File: src/rtl/sapl_pkg.sv
`timescale 1ns / 1ps
// ----------------------------------------------------------------------------
// sapl_pkg
// Shared types and fixed constants of the servo angle position loop.
// ----------------------------------------------------------------------------
package sapl_pkg;

  localparam int ANGLE_W = 8;
  localparam int POT_W   = 10;
  localparam int REF_W   = 10;
  // widest multiplier power operand: 99^3 fits in 20 bits
  localparam int POW_W   = 20;
  // integer bits of the signed curve accumulator
  localparam int ACC_INT = 14;
  // integer bits of the multiplied coefficients (largest is about 41.2)
  localparam int COEF_INT = 7;

  localparam logic [ANGLE_W-1:0] ANGLE_MAX = 8'd180;
  localparam logic [ANGLE_W-1:0] LIN_MAX   = 8'd60;
  localparam logic [ANGLE_W-1:0] CUB_MAX   = 8'd99;
  localparam logic [REF_W-1:0]   REF_MAX   = 10'd1023;
  localparam logic [REF_W-1:0]   RESET_REF = 10'd960;

  typedef enum logic [1:0] {
    CURVE_LIN,
    CURVE_CUB,
    CURVE_QUA,
    CURVE_HOLD
  } sapl_curve_t;

  typedef enum logic [3:0] {
    OP_NONE,
    OP_LOAD,
    OP_SQ,
    OP_CUBE,
    OP_LIN,
    OP_CUB1,
    OP_CUB2,
    OP_CUB3,
    OP_QUA1,
    OP_QUA2,
    OP_ROUND,
    OP_EMIT
  } sapl_op_t;

  typedef enum logic [3:0] {
    S_IDLE,
    S_DISPATCH,
    S_SQ,
    S_CUBE,
    S_CUB1,
    S_CUB2,
    S_CUB3,
    S_LIN,
    S_QUA1,
    S_QUA2,
    S_ROUND,
    S_EMIT
  } sapl_state_t;

  typedef struct packed {
    sapl_curve_t curve;
    logic        out_free;
  } sapl_status_t;

endpackage

File: src/rtl/sapl_in_if.sv
`timescale 1ns / 1ps
// ----------------------------------------------------------------------------
// sapl_in_if
// Request channel: requested angle and potentiometer sample.
// ----------------------------------------------------------------------------
interface sapl_in_if;
  logic       valid;
  logic       ready;
  logic [7:0] target_angle;
  logic [9:0] pot_sample;

  modport source (output valid, output target_angle, output pot_sample, input ready);
  modport sink (input valid, input target_angle, input pot_sample, output ready);
endinterface

File: src/rtl/sapl_out_if.sv
`timescale 1ns / 1ps
// ----------------------------------------------------------------------------
// sapl_out_if
// Result channel: direction, PWM duty and reference in use.
// ----------------------------------------------------------------------------
interface sapl_out_if;
  logic       valid;
  logic       ready;
  logic       direction;
  logic [9:0] pwm_duty;
  logic [9:0] reference;

  modport source (output valid, output direction, output pwm_duty, output reference,
                  input ready);
  modport sink (input valid, input direction, input pwm_duty, input reference,
                output ready);
endinterface

File: src/rtl/servo_angle_position_loop.sv
`timescale 1ns / 1ps
// ----------------------------------------------------------------------------
// servo_angle_position_loop
// Maps a requested angle to a position reference and compares it with the
// potentiometer sample to give direction and PWM duty.
// ----------------------------------------------------------------------------
// Channels: req carries target_angle and pot_sample, rsp carries direction,
// pwm_duty and reference; each transfer completes on valid and ready high.
// One request is worked on at a time. A sequencer drives a single shared
// multiply-accumulate unit: the linear curve takes one multiply, the
// quadratic three, the cubic five; a rounding step then sets the reference.
// Angles 0..60 use the linear curve, 61..99 the cubic, 100..180 the
// quadratic; above 180 the reference is held. req is ready again in the
// cycle rsp valid rises.
// The result sits in an output register. When the receiver stalls, a
// finished result waits there and the next request is still worked up to
// the point of loading the output register, where the sequencer waits.
// Reset (rst, synchronous) empties the output register, returns the
// sequencer to idle and sets the reference to 960, the value for 170 deg.
// ----------------------------------------------------------------------------
module servo_angle_position_loop
  import sapl_pkg::*;
#(
  parameter int FRAC_BITS = 16
) (
  input logic      clk,
  input logic      rst,
  sapl_in_if.sink  req,
  sapl_out_if.source rsp
);

  sapl_op_t     op;
  sapl_status_t status;

  sapl_controller u_ctrl (
    .clk       (clk),
    .rst       (rst),
    .req_valid (req.valid),
    .req_ready (req.ready),
    .status    (status),
    .op        (op)
  );

  sapl_datapath #(
    .FRAC_BITS (FRAC_BITS)
  ) u_dp (
    .clk           (clk),
    .rst           (rst),
    .op            (op),
    .status        (status),
    .target_angle  (req.target_angle),
    .pot_sample    (req.pot_sample),
    .out_valid     (rsp.valid),
    .out_ready     (rsp.ready),
    .out_direction (rsp.direction),
    .out_pwm_duty  (rsp.pwm_duty),
    .out_reference (rsp.reference)
  );

endmodule

File: src/rtl/sapl_datapath.sv
`timescale 1ns / 1ps
// ----------------------------------------------------------------------------
// sapl_datapath
// Operand registers, shared multiply-accumulate unit, rounding, reference
// register and the output register.
// ----------------------------------------------------------------------------
module sapl_datapath
  import sapl_pkg::*;
#(
  parameter int FRAC_BITS = 16
) (
  input  logic               clk,
  input  logic               rst,
  input  sapl_op_t           op,
  output sapl_status_t       status,
  input  logic [ANGLE_W-1:0] target_angle,
  input  logic [POT_W-1:0]   pot_sample,
  output logic               out_valid,
  input  logic               out_ready,
  output logic               out_direction,
  output logic [POT_W-1:0]   out_pwm_duty,
  output logic [REF_W-1:0]   out_reference
);

  localparam int CW = FRAC_BITS + COEF_INT;
  localparam int AW = FRAC_BITS + ACC_INT;
  localparam int PW = CW + POW_W;
  localparam longint SCALE = longint'(1) << FRAC_BITS;

  // coefficients rounded to nearest, ties up
  localparam longint K_LIN_SLOPE = (68858 * SCALE + 5000) / 10000;
  localparam longint K_LIN_OFFS  = (51515 * SCALE + 500) / 1000;
  localparam longint K_CUB_A3    = (19 * SCALE + 5000) / 10000;
  localparam longint K_CUB_A2    = (4852 * SCALE + 5000) / 10000;
  localparam longint K_CUB_A1    = (41224 * SCALE + 500) / 1000;
  localparam longint K_CUB_A0    = (68149 * SCALE + 50) / 100;
  localparam longint K_QUA_A2    = (372 * SCALE + 5000) / 10000;
  localparam longint K_QUA_A1    = (16419 * SCALE + 500) / 1000;
  localparam longint K_QUA_A0    = (75586 * SCALE + 50) / 100;

  localparam logic [CW-1:0] C_LIN_SLOPE = CW'(K_LIN_SLOPE);
  localparam logic [CW-1:0] C_CUB_A3    = CW'(K_CUB_A3);
  localparam logic [CW-1:0] C_CUB_A2    = CW'(K_CUB_A2);
  localparam logic [CW-1:0] C_CUB_A1    = CW'(K_CUB_A1);
  localparam logic [CW-1:0] C_QUA_A2    = CW'(K_QUA_A2);
  localparam logic [CW-1:0] C_QUA_A1    = CW'(K_QUA_A1);
  localparam logic signed [AW-1:0] C_LIN_OFFS = AW'(K_LIN_OFFS);
  localparam logic signed [AW-1:0] C_CUB_A0   = AW'(K_CUB_A0);
  localparam logic signed [AW-1:0] C_QUA_A0   = AW'(K_QUA_A0);
  localparam logic signed [AW-1:0] HALF = AW'(SCALE / 2);

  logic [ANGLE_W-1:0]     angle;
  logic [POT_W-1:0]       pot;
  logic [2*ANGLE_W-1:0]   sq;
  logic [POW_W-1:0]       cube;
  logic signed [AW-1:0]   acc;
  logic signed [AW-1:0]   acc_next;
  logic [REF_W-1:0]       ref_q;
  logic [REF_W-1:0]       ref_round;

  logic [CW-1:0]          mul_a;
  logic [POW_W-1:0]       mul_b;
  logic [PW-1:0]          prod;
  logic signed [AW-1:0]   term;
  logic signed [AW-1:0]   rsum;
  logic [AW-FRAC_BITS-1:0] rint;

  always_comb begin
    if (angle > ANGLE_MAX) begin
      status.curve = CURVE_HOLD;
    end else if (angle <= LIN_MAX) begin
      status.curve = CURVE_LIN;
    end else if (angle <= CUB_MAX) begin
      status.curve = CURVE_CUB;
    end else begin
      status.curve = CURVE_QUA;
    end
    status.out_free = !out_valid || out_ready;
  end

  // shared multiplier operand selection
  always_comb begin
    mul_a = CW'(angle);
    mul_b = POW_W'(angle);
    case (op)
      OP_CUBE: mul_a = CW'(sq);
      OP_LIN:  mul_a = C_LIN_SLOPE;
      OP_CUB1: mul_a = C_CUB_A1;
      OP_CUB2: begin
        mul_a = C_CUB_A2;
        mul_b = POW_W'(sq);
      end
      OP_CUB3: begin
        mul_a = C_CUB_A3;
        mul_b = cube;
      end
      OP_QUA1: mul_a = C_QUA_A1;
      OP_QUA2: begin
        mul_a = C_QUA_A2;
        mul_b = POW_W'(sq);
      end
      default: ;
    endcase
  end

  assign prod = PW'(mul_a) * PW'(mul_b);
  // every product stays below 2^(13+FRAC_BITS), so it fits the accumulator
  assign term = $signed(AW'(prod));

  always_comb begin
    case (op)
      OP_LIN:  acc_next = term + C_LIN_OFFS;
      OP_CUB1: acc_next = term - C_CUB_A0;
      OP_CUB2: acc_next = acc - term;
      OP_CUB3: acc_next = acc + term;
      OP_QUA1: acc_next = term - C_QUA_A0;
      OP_QUA2: acc_next = acc - term;
      default: acc_next = acc;
    endcase
  end

  // round half up, clamp to 0..1023
  assign rsum = acc + HALF;
  assign rint = rsum[AW-1:FRAC_BITS];
  always_comb begin
    if (acc < 0) begin
      ref_round = '0;
    end else if (rint > (AW-FRAC_BITS)'(REF_MAX)) begin
      ref_round = REF_MAX;
    end else begin
      ref_round = rint[REF_W-1:0];
    end
  end

  always_ff @(posedge clk) begin
    if (op == OP_LOAD) begin
      angle <= target_angle;
      pot   <= pot_sample;
    end
    if (op == OP_SQ) begin
      sq <= prod[2*ANGLE_W-1:0];
    end
    if (op == OP_CUBE) begin
      cube <= prod[POW_W-1:0];
    end
    acc <= acc_next;
  end

  always_ff @(posedge clk) begin
    if (rst) begin
      ref_q <= RESET_REF;
    end else if (op == OP_ROUND) begin
      ref_q <= ref_round;
    end
  end

  always_ff @(posedge clk) begin
    if (rst) begin
      out_valid <= 1'b0;
    end else if (op == OP_EMIT) begin
      out_valid <= 1'b1;
    end else if (out_ready) begin
      out_valid <= 1'b0;
    end
  end

  // below reference: 1023 - (ref - pot) equals pot + ~ref in 10 bits
  always_ff @(posedge clk) begin
    if (op == OP_EMIT) begin
      out_reference <= ref_q;
      out_direction <= (pot < ref_q);
      out_pwm_duty  <= (pot < ref_q) ? pot + ~ref_q : pot - ref_q;
    end
  end

endmodule

File: src/rtl/sapl_controller.sv
`timescale 1ns / 1ps
// ----------------------------------------------------------------------------
// sapl_controller
// Sequencer that steps the datapath through the curve for one request.
// ----------------------------------------------------------------------------
module sapl_controller
  import sapl_pkg::*;
(
  input  logic         clk,
  input  logic         rst,
  input  logic         req_valid,
  output logic         req_ready,
  input  sapl_status_t status,
  output sapl_op_t     op
);

  sapl_state_t state;
  sapl_state_t state_next;

  always_ff @(posedge clk) begin
    if (rst) begin
      state <= S_IDLE;
    end else begin
      state <= state_next;
    end
  end

  always_comb begin
    state_next = state;
    op         = OP_NONE;
    req_ready  = 1'b0;
    case (state)
      S_IDLE: begin
        req_ready = 1'b1;
        if (req_valid) begin
          op         = OP_LOAD;
          state_next = S_DISPATCH;
        end
      end
      S_DISPATCH: begin
        case (status.curve)
          CURVE_LIN:  state_next = S_LIN;
          CURVE_HOLD: state_next = S_EMIT;
          default:    state_next = S_SQ;
        endcase
      end
      S_SQ: begin
        op         = OP_SQ;
        state_next = (status.curve == CURVE_CUB) ? S_CUBE : S_QUA1;
      end
      S_CUBE: begin
        op         = OP_CUBE;
        state_next = S_CUB1;
      end
      S_CUB1: begin
        op         = OP_CUB1;
        state_next = S_CUB2;
      end
      S_CUB2: begin
        op         = OP_CUB2;
        state_next = S_CUB3;
      end
      S_CUB3: begin
        op         = OP_CUB3;
        state_next = S_ROUND;
      end
      S_LIN: begin
        op         = OP_LIN;
        state_next = S_ROUND;
      end
      S_QUA1: begin
        op         = OP_QUA1;
        state_next = S_QUA2;
      end
      S_QUA2: begin
        op         = OP_QUA2;
        state_next = S_ROUND;
      end
      S_ROUND: begin
        op         = OP_ROUND;
        state_next = S_EMIT;
      end
      S_EMIT: begin
        // wait until the output register can take the result
        if (status.out_free) begin
          op         = OP_EMIT;
          state_next = S_IDLE;
        end
      end
      default: state_next = S_IDLE;
    endcase
  end

endmodule

File: src/flat_wrapper.sv
// flat-port wrapper written by rule: the top's interface ports become plain ports
module servo_angle_position_loop_flat import sapl_pkg::*;
#(
  parameter int FRAC_BITS = 16
)
  (clk, rst, req_valid, req_target_angle, req_pot_sample, req_ready, rsp_valid, rsp_direction, rsp_pwm_duty, rsp_reference, rsp_ready);
  sapl_in_if req_i ();
  sapl_out_if rsp_i ();
  input logic clk;
  input logic rst;
  input wire logic [$bits(req_i.valid)-1:0] req_valid;
  input wire logic [$bits(req_i.target_angle)-1:0] req_target_angle;
  input wire logic [$bits(req_i.pot_sample)-1:0] req_pot_sample;
  output wire logic [$bits(req_i.ready)-1:0] req_ready;
  output wire logic [$bits(rsp_i.valid)-1:0] rsp_valid;
  output wire logic [$bits(rsp_i.direction)-1:0] rsp_direction;
  output wire logic [$bits(rsp_i.pwm_duty)-1:0] rsp_pwm_duty;
  output wire logic [$bits(rsp_i.reference)-1:0] rsp_reference;
  input wire logic [$bits(rsp_i.ready)-1:0] rsp_ready;
  assign req_i.valid = req_valid;
  assign req_i.target_angle = req_target_angle;
  assign req_i.pot_sample = req_pot_sample;
  assign req_ready = req_i.ready;
  assign rsp_valid = rsp_i.valid;
  assign rsp_direction = rsp_i.direction;
  assign rsp_pwm_duty = rsp_i.pwm_duty;
  assign rsp_reference = rsp_i.reference;
  assign rsp_i.ready = rsp_ready;
  servo_angle_position_loop #(.FRAC_BITS(FRAC_BITS)) u_core (.clk(clk), .rst(rst), .req(req_i), .rsp(rsp_i));
endmodule
File: config.mk
export PLATFORM = sky130hd
export DESIGN_NAME = servo_angle_position_loop_flat
export DESIGN_NICKNAME = d
export VERILOG_FILES = /design/src/rtl/sapl_pkg.sv /design/src/rtl/sapl_in_if.sv /design/src/rtl/sapl_out_if.sv /design/src/rtl/servo_angle_position_loop.sv /design/src/rtl/sapl_datapath.sv /design/src/rtl/sapl_controller.sv /design/src/flat_wrapper.sv
export SDC_FILE = /design/constraint.sdc
export NUM_CORES = 1
export LEC_CHECK = 0
export BUFFER_PORTS_ARGS = -buffer_cell sky130_fd_sc_hd__buf_2
export CORE_ASPECT_RATIO = 0.9
export CORE_MARGIN = 2
export CORE_UTILIZATION = 50
export DETAILED_ROUTE_END_ITERATION = 12
export MAX_ROUTING_LAYER = met4
export PLACE_DENSITY = 0.66
export SLEW_MARGIN = 20
export SYNTH_ARGS = -nofsm -noshare
export SYNTH_HDL_FRONTEND = slang
export SYNTH_SLANG_ARGS = --single-unit
export TNS_END_PERCENT = 20
File: constraint.sdc
create_clock -name clk -period 39.1 [get_ports clk]
set_input_delay 5.865 -clock clk [delete_from_list [all_inputs] [get_ports clk]]
set_output_delay 5.865 -clock clk [all_outputs]
set_load 0.01 [all_outputs]
After elaboration in Yosys (flattened, before gate mapping)
Cells that the tools add are included.
- register bits: 120
- bits in latches: 0
- bits in writable memories: 0
- ROM bits: 0
- input bits: 22
- output and inout port bits: 23
- memories: 0
- add/subtract/negate cells: 8
- $mul: 1
- divide/modulo/power cells: 0
- $lt $le $gt $ge: 6
- equal/unequal tests: 26
- shifts and indexed selects: 0
- mux-type cells: 20
- bitwise gates (word level): 1
- reduce and logical (&&, ||, !) cells: 9
- operator list (kind ; count):
    case mux 22 bit (7 select lines) ; 1
    case mux 30 bit (5 select lines) ; 1
    subtractor 30 x 27 -> 30 bit, second input constant ; 2
    case mux 4 bit (11 select lines) ; 1
    case mux 20 bit (2 select lines) ; 1
    case mux 4 bit (10 select lines) ; 1
    == test 4 x 3 -> 1 bit, second input constant ; 8
    == test 4 bit, second input constant ; 8
    adder 30 x 17 -> 30 bit, second input constant ; 1
    adder 30 x 23 -> 30 bit, second input constant ; 1
    adder 30 bit ; 1
    < comparator 30 x 1 -> 1 bit, second input constant ; 1
    multiplier 23 x 20 -> 30 bit ; 1
    2-to-1 mux 10 bit ; 3
    subtractor 30 bit ; 1
    == test 4 x 2 -> 1 bit, second input constant ; 4
    2-to-1 mux 4 bit ; 4
    > comparator 14 x 10 -> 1 bit, second input constant ; 1
    adder 10 bit ; 1
    < comparator 10 bit ; 1
    inverter 10 bit ; 1
    subtractor 10 bit ; 1
    == test 4 x 1 -> 1 bit, second input constant ; 2
    > comparator 8 bit, second input constant ; 1
    other kinds (18) ; 23

Longest topological paths before layout
Gate-level depths: netlist of run 1.
- depth in word-level cells: 10
- gate-level depth with buffers: 53
- depth with buffers taken out: 49

By module
From an unflattened synthesis of run 1, not the netlist that was laid out.
- cell total of the unflattened synthesis: 2142
- area total of the unflattened synthesis: 19535.0 um^2
- by module, submodules not included (module ; times used ; cells each ; area each (um^2) ; seq. area each (um^2)):
    sapl_datapath ; 1 ; 2088 ; 19132.1 ; 3373.2
    sapl_controller ; 1 ; 54 ; 402.9 ; 80.1

Worst setup path after synthesis of run 1
OpenSTA, ideal clock, no wires.
- path kind: input port to flip-flop
- start point: input rsp_ready
- end point: register u_core.u_dp.acc[29], data pin
- library setup time: 0.259 ns
- arrival time: 16.066 ns
- slack: 22.775 ns
- stages on the path: 41
- path buffers: 3
- cells stage by stage: nand3b_1 > a221o_1 > buf_2 > nand4_1 > inv_1 > clkbuf_1 > a21oi_1 > nor2_1 > fa_1 > fa_1 > inv_1 > fa_1 > inv_1 > fa_1 > inv_1 > fa_1 > inv_1 > fa_1 > (+5 left out) > a211oi_1 > nand2b_2 > or3_1 > nand2b_4 > o21ai_0 > xnor2_1 > ha_1 > a21o_1 > a21o_1 > a21oi_1 > nand2_1 > o2111a_1 > o311ai_0 > a21boi_0 > or3_1 > mux2i_1 > nor3b_2 > xnor2_1
- word-level cells in the longest chain between the ends: 9
- elaborated cells on any way between the ends: 20
- ends and longest elaborated chain (item ; line ; RTL):
    from (decl) ; flat_wrapper.sv:19 ; input wire logic [$bits(rsp_i.ready)-1:0] rsp_ready;
    logical OR 1 bit (*) ; sapl_datapath.sv:78 ; status.out_free = !out_valid || out_ready;
    2-to-1 mux 4 bit (*) ; sapl_controller.sv:85 ; if (status.out_free) begin
    case mux 4 bit (11 select lines) (*) ; sapl_controller.sv:32 ; case (state)
    == test 4 bit or == test 4 x 3 -> 1 bit (tied branches) ; sapl_datapath.sv:85 ; case (op)
    OR reduction 2 bit (no line) ; - ;
    case mux 20 bit (2 select lines) ; sapl_datapath.sv:85 ;
    multiplier 23 x 20 -> 30 bit (*) ; sapl_datapath.sv:106 ; assign prod = PW'(mul_a) * PW'(mul_b);
    net u_core.u_dp.prod[12] ; sapl_datapath.sv:63 ; logic [PW-1:0] prod;
    subtractor 30 bit, or another cell as far along ; sapl_datapath.sv:114, sapl_datapath.sv:117 ;
    case mux 30 bit (5 select lines) (*) ; sapl_datapath.sv:111 ; case (op)
    net u_core.u_dp.acc_next[29] ; sapl_datapath.sv:57 ; logic signed [AW-1:0] acc_next;
    to (signal assigned) ; sapl_datapath.sv:146 ; acc <= acc_next;
    to (decl) ; sapl_datapath.sv:56 ; logic signed [AW-1:0] acc;
The timed path passes the listed nets; every way through them passes the cells marked *.
A chain may end at the register's enable or synchronous reset.

Worst setup path after layout of run 1
Ends and elaborated chain as after synthesis.

==> out/results.txt, run 1 <==
Status = complete, no violations
Worst Max-Slew Pin Slew = 1.20 ns
CTS sink cnt = 120
Chip Width = 217 um
Slowest-stage cell, CP = nor4_1
Fin crit period = 17.77 ns
Nets@finish = 2783
Drt pass-1 iters = 6
R2r worst-path depth = 37
Critical path class = input pin to register
Hold Path Cell Cnt = 2
M1 WL = 25000 um
Register bit count reported by yosys = 120
GRT Total Usage = 0.301
Maximum clock rate = 56.3 MHz
Final ANT Viol Nets = 0
Layout cells sized above 1 = 0.0651
Port bufs = 44
Most common cell in the netlist = inv_1
Post-DP HPWL = 47400 um
Slowest stage delay, CP = 0.84 ns
RSZ-0062 raised after global routing = no
Clock buffer depth = 2
Setup bufs post-CTS = 0
Ant. Diodes = 0
Clock skew = 0.0122 ns
Die area = 42500 um2
Synth unique cells = 94
WL met2 = 28500 um
First-pass GRT wire length = 95000 um
Crit path buf inv count = 6
CP Launch Type = input pin
Syn Inst Count = 2293
Endpoint class of the critical path = register
CTS H-Tree Depth = 4
Syn Area/Cell = 8.92 um2
Count of final setup violators = 0
Starting Density = 0.505
Yosys warning count = 0
Share of the synthesized area in the top cell type = 0.290
Iter 0 DRT Violations = 1529
Row cnt = 70
Post-synthesis sequential area ratio = 0.169
CP Max Fanout = 13
DR DRC count = 0
Top post-synthesis cells by area = fa_1, edfxtp_1, ha_1
CP arrival = 17.96 ns
Crit-path leading delay family = adder cells
Root Driver = clkbuf_16
Area grow syn2layout = 7.01%
Core box area = 40500 um2
Yosys top cell by area = fa_1
FILL cells = 3753
I/O Pins = 45
Worst hold path class = register to register
Number of synthesized flops with an enable pin = 105
Final hold vios = 0
Post-CTS resize count = 0
Routed len/inst = 20.9 um
Worst path depth = 38
Slew Limit Headroom = 0.197
Routability-driven placement congestion ratio = 0.984
Clk_lat worst skew = 0.44 ns
Met3 WL post-DR = 4460 um
Detailed-route via count = 16.7k
Setup tns final = 0 ns
CTS tree = yes
Top Metal Used = met4
Die Y = 196 um
Clock Pin Slew Worst Setup and Hold Paths = 0.06 ns
Largest net degree at the start of global routing = 38
CP Data Required Time = 39.29 ns
Worst R2R Setup Slack = 25.99 ns
Post-Syn Area = 20400 um2
Total Routed Length = 59700 um
Top FF cell, synth = edfxtp_1
Antenna violations before repair = 1
Vias/cell = 5.82
Number of global-route vias before repair = 16.9k
Final count of pins violating max slew = 0
Post-CTS Hold Fix Bufs = 0
Number of max-cap violations = 0
Period utilization = 0.455
GRT overflow = 0
Top post-synthesis cells by count = inv_1, fa_1, nand2_1, nor2_1, ha_1
CP dominant cell by count = fa_1
Asr flop ratio synth = 0
Num CTS Buffers = 17
==> sequential cells by signal (all words and copies together) (netlist names) <==
signal	count
u_core.u_dp.out_valid	1
u_core.u_dp.out_pwm_duty	10
u_core.u_ctrl.state	4
u_core.u_dp.ref_q	10
u_core.u_dp.out_direction	1
u_core.u_dp.pot	10
u_core.u_dp.angle	8
u_core.u_dp.sq	16
u_core.u_dp.out_reference	10
u_core.u_dp.cube	20
u_core.u_dp.acc	30
==> final cells by class <==
class	count	area, um2	share of cell area
well taps	540	676	0.0309
clock inverters	12	176	0.00806
multi-input cells	1716	15300	0.699
flip-flops and latches	120	3450	0.158
inverters	385	1450	0.0660
repair buffers	68	400	0.0183
clock buffers	20	437	0.0200
==> worst register-to-register path: cells and delay by family, from the launching register on <==
kind                       cells  cell delay [ns]
AOI/OAI and AO/OA              7             2.28
buffers and inverters          5             0.58
muxes                          1             0.21
adders and majority gates      9             4.33
and+or+nand+nor               13             4.31
DFF                            1             0.83
xor gates and xnor gates       2             0.31
==> placed cells by master, fill, tap and decap left out, drive strengths merged, types with 38 or more instances in the layout <==
cell type    n
inv        381
fa         296
nand2      242
nor2       237
ha         157
edfxtp     105
a21oi      104
xnor2       80
o21ai       69
buf         68
a21o        44
xor2        41
and2        38
==> per-stage QoR <==
stage,utilization,cell area (um2),hold slack (ns),setup WS (ns),instances
5_1_grt,0.541,21900,0.525,20.69,2861
3_5_place_dp,0.525,21300,0.486,21.18,2829
3_3_place_gp,0.525,21300,0.471,21.39,2829
6_report,0.541,21900,0.489,21.33,2861
2_1_floorplan,-,20500,0.430,22.77,2299
4_1_cts,0.541,21900,0.496,21.55,2861
==> layer usage <==
metal	global-route usage	up-vias
li1	-	7559
met1	0.389	8371
met2	0.480	623
met3	0.0557	106
met4	0.0961	0
met5	-	-
==> kinds of logic (layout without fill, tap and decap cells) <==
group                      Yosys count  count (layout)  synth area share
DFF                                120             120             0.169
AOI/OAI and AO/OA                  423             423             0.146
muxes                                6               6           0.00300
other                                2               8          0.000367
buffers and inverters              463             485            0.0859
xor gates and xnor gates           121             121            0.0518
and+or+nand+nor                    704             704             0.158
adders and majority gates          454             454             0.386
==> path summary, 6_finish.rpt <==
| kind | startpoint | end |
|---|---|---|
| setup / recovery | rsp_ready | u_core.u_dp.acc[29] |
| hold / removal | u_core.u_ctrl.state[3] | u_core.u_ctrl.state[3] |
| setup reg to reg | u_core.u_ctrl.state[1] | u_core.u_dp.acc[29] |
| hold reg to reg | u_core.u_ctrl.state[3] | u_core.u_ctrl.state[3] |
Power of run 1 is left out: the tool's default activity adds up to more than one toggle a clock period on the data nets, which glitch-free logic cannot reach.
==> run 2: changes to the inputs <==
--- a/config.mk
+++ b/config.mk
@@ -5,6 +5,7 @@
 export SDC_FILE = /design/constraint.sdc
 export NUM_CORES = 1
 export LEC_CHECK = 0
+export ABC_AREA = 1
 export BUFFER_PORTS_ARGS = -buffer_cell sky130_fd_sc_hd__buf_2
 export CORE_ASPECT_RATIO = 0.9
 export CORE_MARGIN = 2
==> constraint.sdc (replaced) <==
create_clock -name clk -period 17.4 [get_ports clk]
set_input_delay 2.61 -clock clk [delete_from_list [all_inputs] [get_ports clk]]
set_output_delay 2.61 -clock clk [all_outputs]
set_load 0.01 [all_outputs]
==> run 2 against run 1 <==
- first-iteration DRC count decreased by 2.0%
- die area grew 1.6%
- cell area grew 1.4%
- hold slack worse by 0.025 ns
- register-to-register slack got worse by 21 ns
- critical path depth is 17 higher
- sequential cell count stayed put
- cell count up 12%
- critical endpoint unchanged
==> out/results.txt, run 2 <==
Fin cells = 3193
Count of final setup violators = 0
Clock skew = 0.00868 ns
Chip Width = 219 um
Commonest non-fill, non-tap cell in the layout = inv_1
Slowest-stage cell, CP = a21oi_1
Post-CTS resize count = 0
GRT Total Usage = 0.313
Yosys top cell by area = fa_1
Worst hold path class = register to register
Crit path from = rsp_ready
Routed len/inst = 19.9 um
Clock Pin Slew Worst Setup and Hold Paths = 0.06 ns
Drt pass-1 iters = 5
Clock buffer depth = 2
Post-Syn Area = 20800 um2
CP Max Fanout = 32
Final count of pins violating max slew = 0
Biggest register = u_core.u_dp.acc
Post-synthesis xor/xnor area fraction = 0.0385
Number of max-cap violations = 0
Most common cell in the netlist = inv_1
Final worst slack = 3.41 ns
Top post-synthesis cells by count = inv_1, nand2_1, fa_1, nor2_1, ha_1
Final ANT Viol Nets = 0
Post-Synth Simple-Gate Area = 0.207
CTS sink cnt = 120
Top FF cell, synth = edfxtp_1
Most frequent cells in the layout = inv_1, nand2_1, fa_1, nor2_1, ha_1
Vias/cell = 5.50
Number of placed cells counting well taps = 3164
Number of synthesized flops with an enable pin = 105
First-pass GRT wire length = 98600 um
Maximum clock rate = 71.5 MHz
Adder-cell share of the synthesized area = 0.380
Slowest stage delay, CP = 0.60 ns
Syn Inst Count = 2599
Routability-driven placement congestion ratio = 1.02
Main combinational cell family by area after synthesis = adder cells
Worst R2R Setup Slack = 4.65 ns
Hold Path Cell Cnt = 0
Nets@finish = 3118
FILL cells = 3913
Synth unique cells = 69
Period utilization = 0.804
Register bit count reported by yosys = 120
Ant. Diodes = 0
Worst Max-Slew Pin Slew = 1.00 ns
Crit path buf inv count = 9
Final hold vios = 0
Hold_sp = u_core.u_dp.ref_q[2]
GRT overflow = 0
Syn Area/Cell = 8.00 um2
Critical path class = input pin to register
CTS H-Tree Depth = 4
Iter 0 DRT Violations = 1498
Port bufs = 44
Asr flop ratio synth = 0
Crit-path leading delay family = adder cells
RSZ-0062 raised after global routing = no
Worst hold slack = 0.463 ns
Top post-synthesis cells by area = fa_1, edfxtp_1, inv_1
Die area = 43200 um2
R2r worst-path depth = 56
CP arrival = 14.18 ns
Post-Place Setup Slack = 3.10 ns
Share of the synthesized area in the top cell type = 0.285
Post-DP HPWL = 52500 um
CP dominant cell by count = nand2_1
Clk_lat worst skew = 0.43 ns
Root Driver = clkbuf_16
Worst path depth = 55
Largest net degree at the start of global routing = 45
Slew Limit Headroom = 0.327
Layout cells sized above 1 = 0.0709
Fin crit period = 13.99 ns
Antenna violations before repair = 0
Die Y = 197 um
Biggest regs = u_core.u_dp.acc (30), u_core.u_dp.cube (20), u_core.u_dp.sq (16)
Num CTS Buffers = 17
DR DRC count = 0
Hold EP = u_core.u_dp.out_reference[2]
Post-synthesis compound-gate area fraction = 0.0925
Starting Density = 0.509
Detailed-route via count = 17.6k
Post-CTS Hold Fix Bufs = 0
Yosys warning count = 0
Core box area = 40800 um2
Row cnt = 70
Largest register FFs = 30
Post-synthesis sequential area ratio = 0.166
CTS tree = yes
Mux cell area share after synthesis = 0
Setup bufs post-CTS = 0
I/O Pins = 45
Number of global-route vias before repair = 17.5k
Total Routed Length = 63500 um
Status = complete, no violations
Endpoint class of the critical path = register
Setup tns final = 0 ns
Capture point of the worst reg-to-reg path = u_core.u_dp.acc[29]
Area grow syn2layout = 6.72%
CP Launch Type = input pin
R2R Path Start = u_core.u_ctrl.state[3]
CP Data Required Time = 17.59 ns
## run 2: cell types whose count changed in the layout (fill, tap and decap cells not counted), sizes merged, moves of 42 or more
cell | before | now
a21o | 44 | 2
a21oi | 104 | 150
inv | 381 | 573
nand2 | 242 | 519
nand3 | 29 | 89
nor2 | 237 | 291
o21ai | 69 | 138
xnor2 | 80 | 23
## run 2: cell families after synthesis
kind of cell,count (synthesis)
AND/OR/NAND/NOR,969
other,2
adder cells (fa/ha/maj),453
XOR/XNOR,88
buffers and inverters,628
AO/OA/AOI/OAI,339
flip-flops,120
## run 2: through the flow
stage / area [um2] / utilization
after CTS: 22200 / 0.543
after floorplan: 20800 / -
after detailed placement: 21700 / 0.531
after global placement: 21700 / 0.531
final: 22200 / 0.543
after global routing: 22200 / 0.543
## run 2: area by class of cell
| class | count | area, um2 | area share |
|---|---|---|---|
| timing repair buffer | 62 | 355 | 0.0160 |
| clock inverter | 10 | 82.6 | 0.00372 |
| sequential | 120 | 3450 | 0.156 |
| clock buffer | 19 | 433 | 0.0195 |
| inverter | 585 | 2210 | 0.0998 |
| tap | 540 | 676 | 0.0305 |
| multi-input combinational | 1857 | 15000 | 0.675 |
## run 2: layer usage
metal / global-route usage / routed length (um) / vias to the layer above
met3: 0.0611 / 5070 / 88
li1: - / - / 8140
met2: 0.468 / 28500 / 629
met4: 0.0803 / 1490 / 0
met1: 0.437 / 28400 / 8698
met5: - / 0 / -
## run 2: worst max path at each step
| stage | endpoint | slack [ns] |
|---|---|---|
| after global routing | u_core.u_dp.acc[29] | 2.51 |
| after CTS | u_core.u_dp.acc[29] | 3.55 |
| after floorplan | u_core.u_dp.acc[29] | 4.91 |
| after global placement | u_core.u_dp.acc[29] | 3.37 |
| after detailed placement | u_core.u_dp.acc[29] | 3.10 |
| final | u_core.u_dp.acc[29] | 3.41 |
Power of run 2 is left out for the same reason.
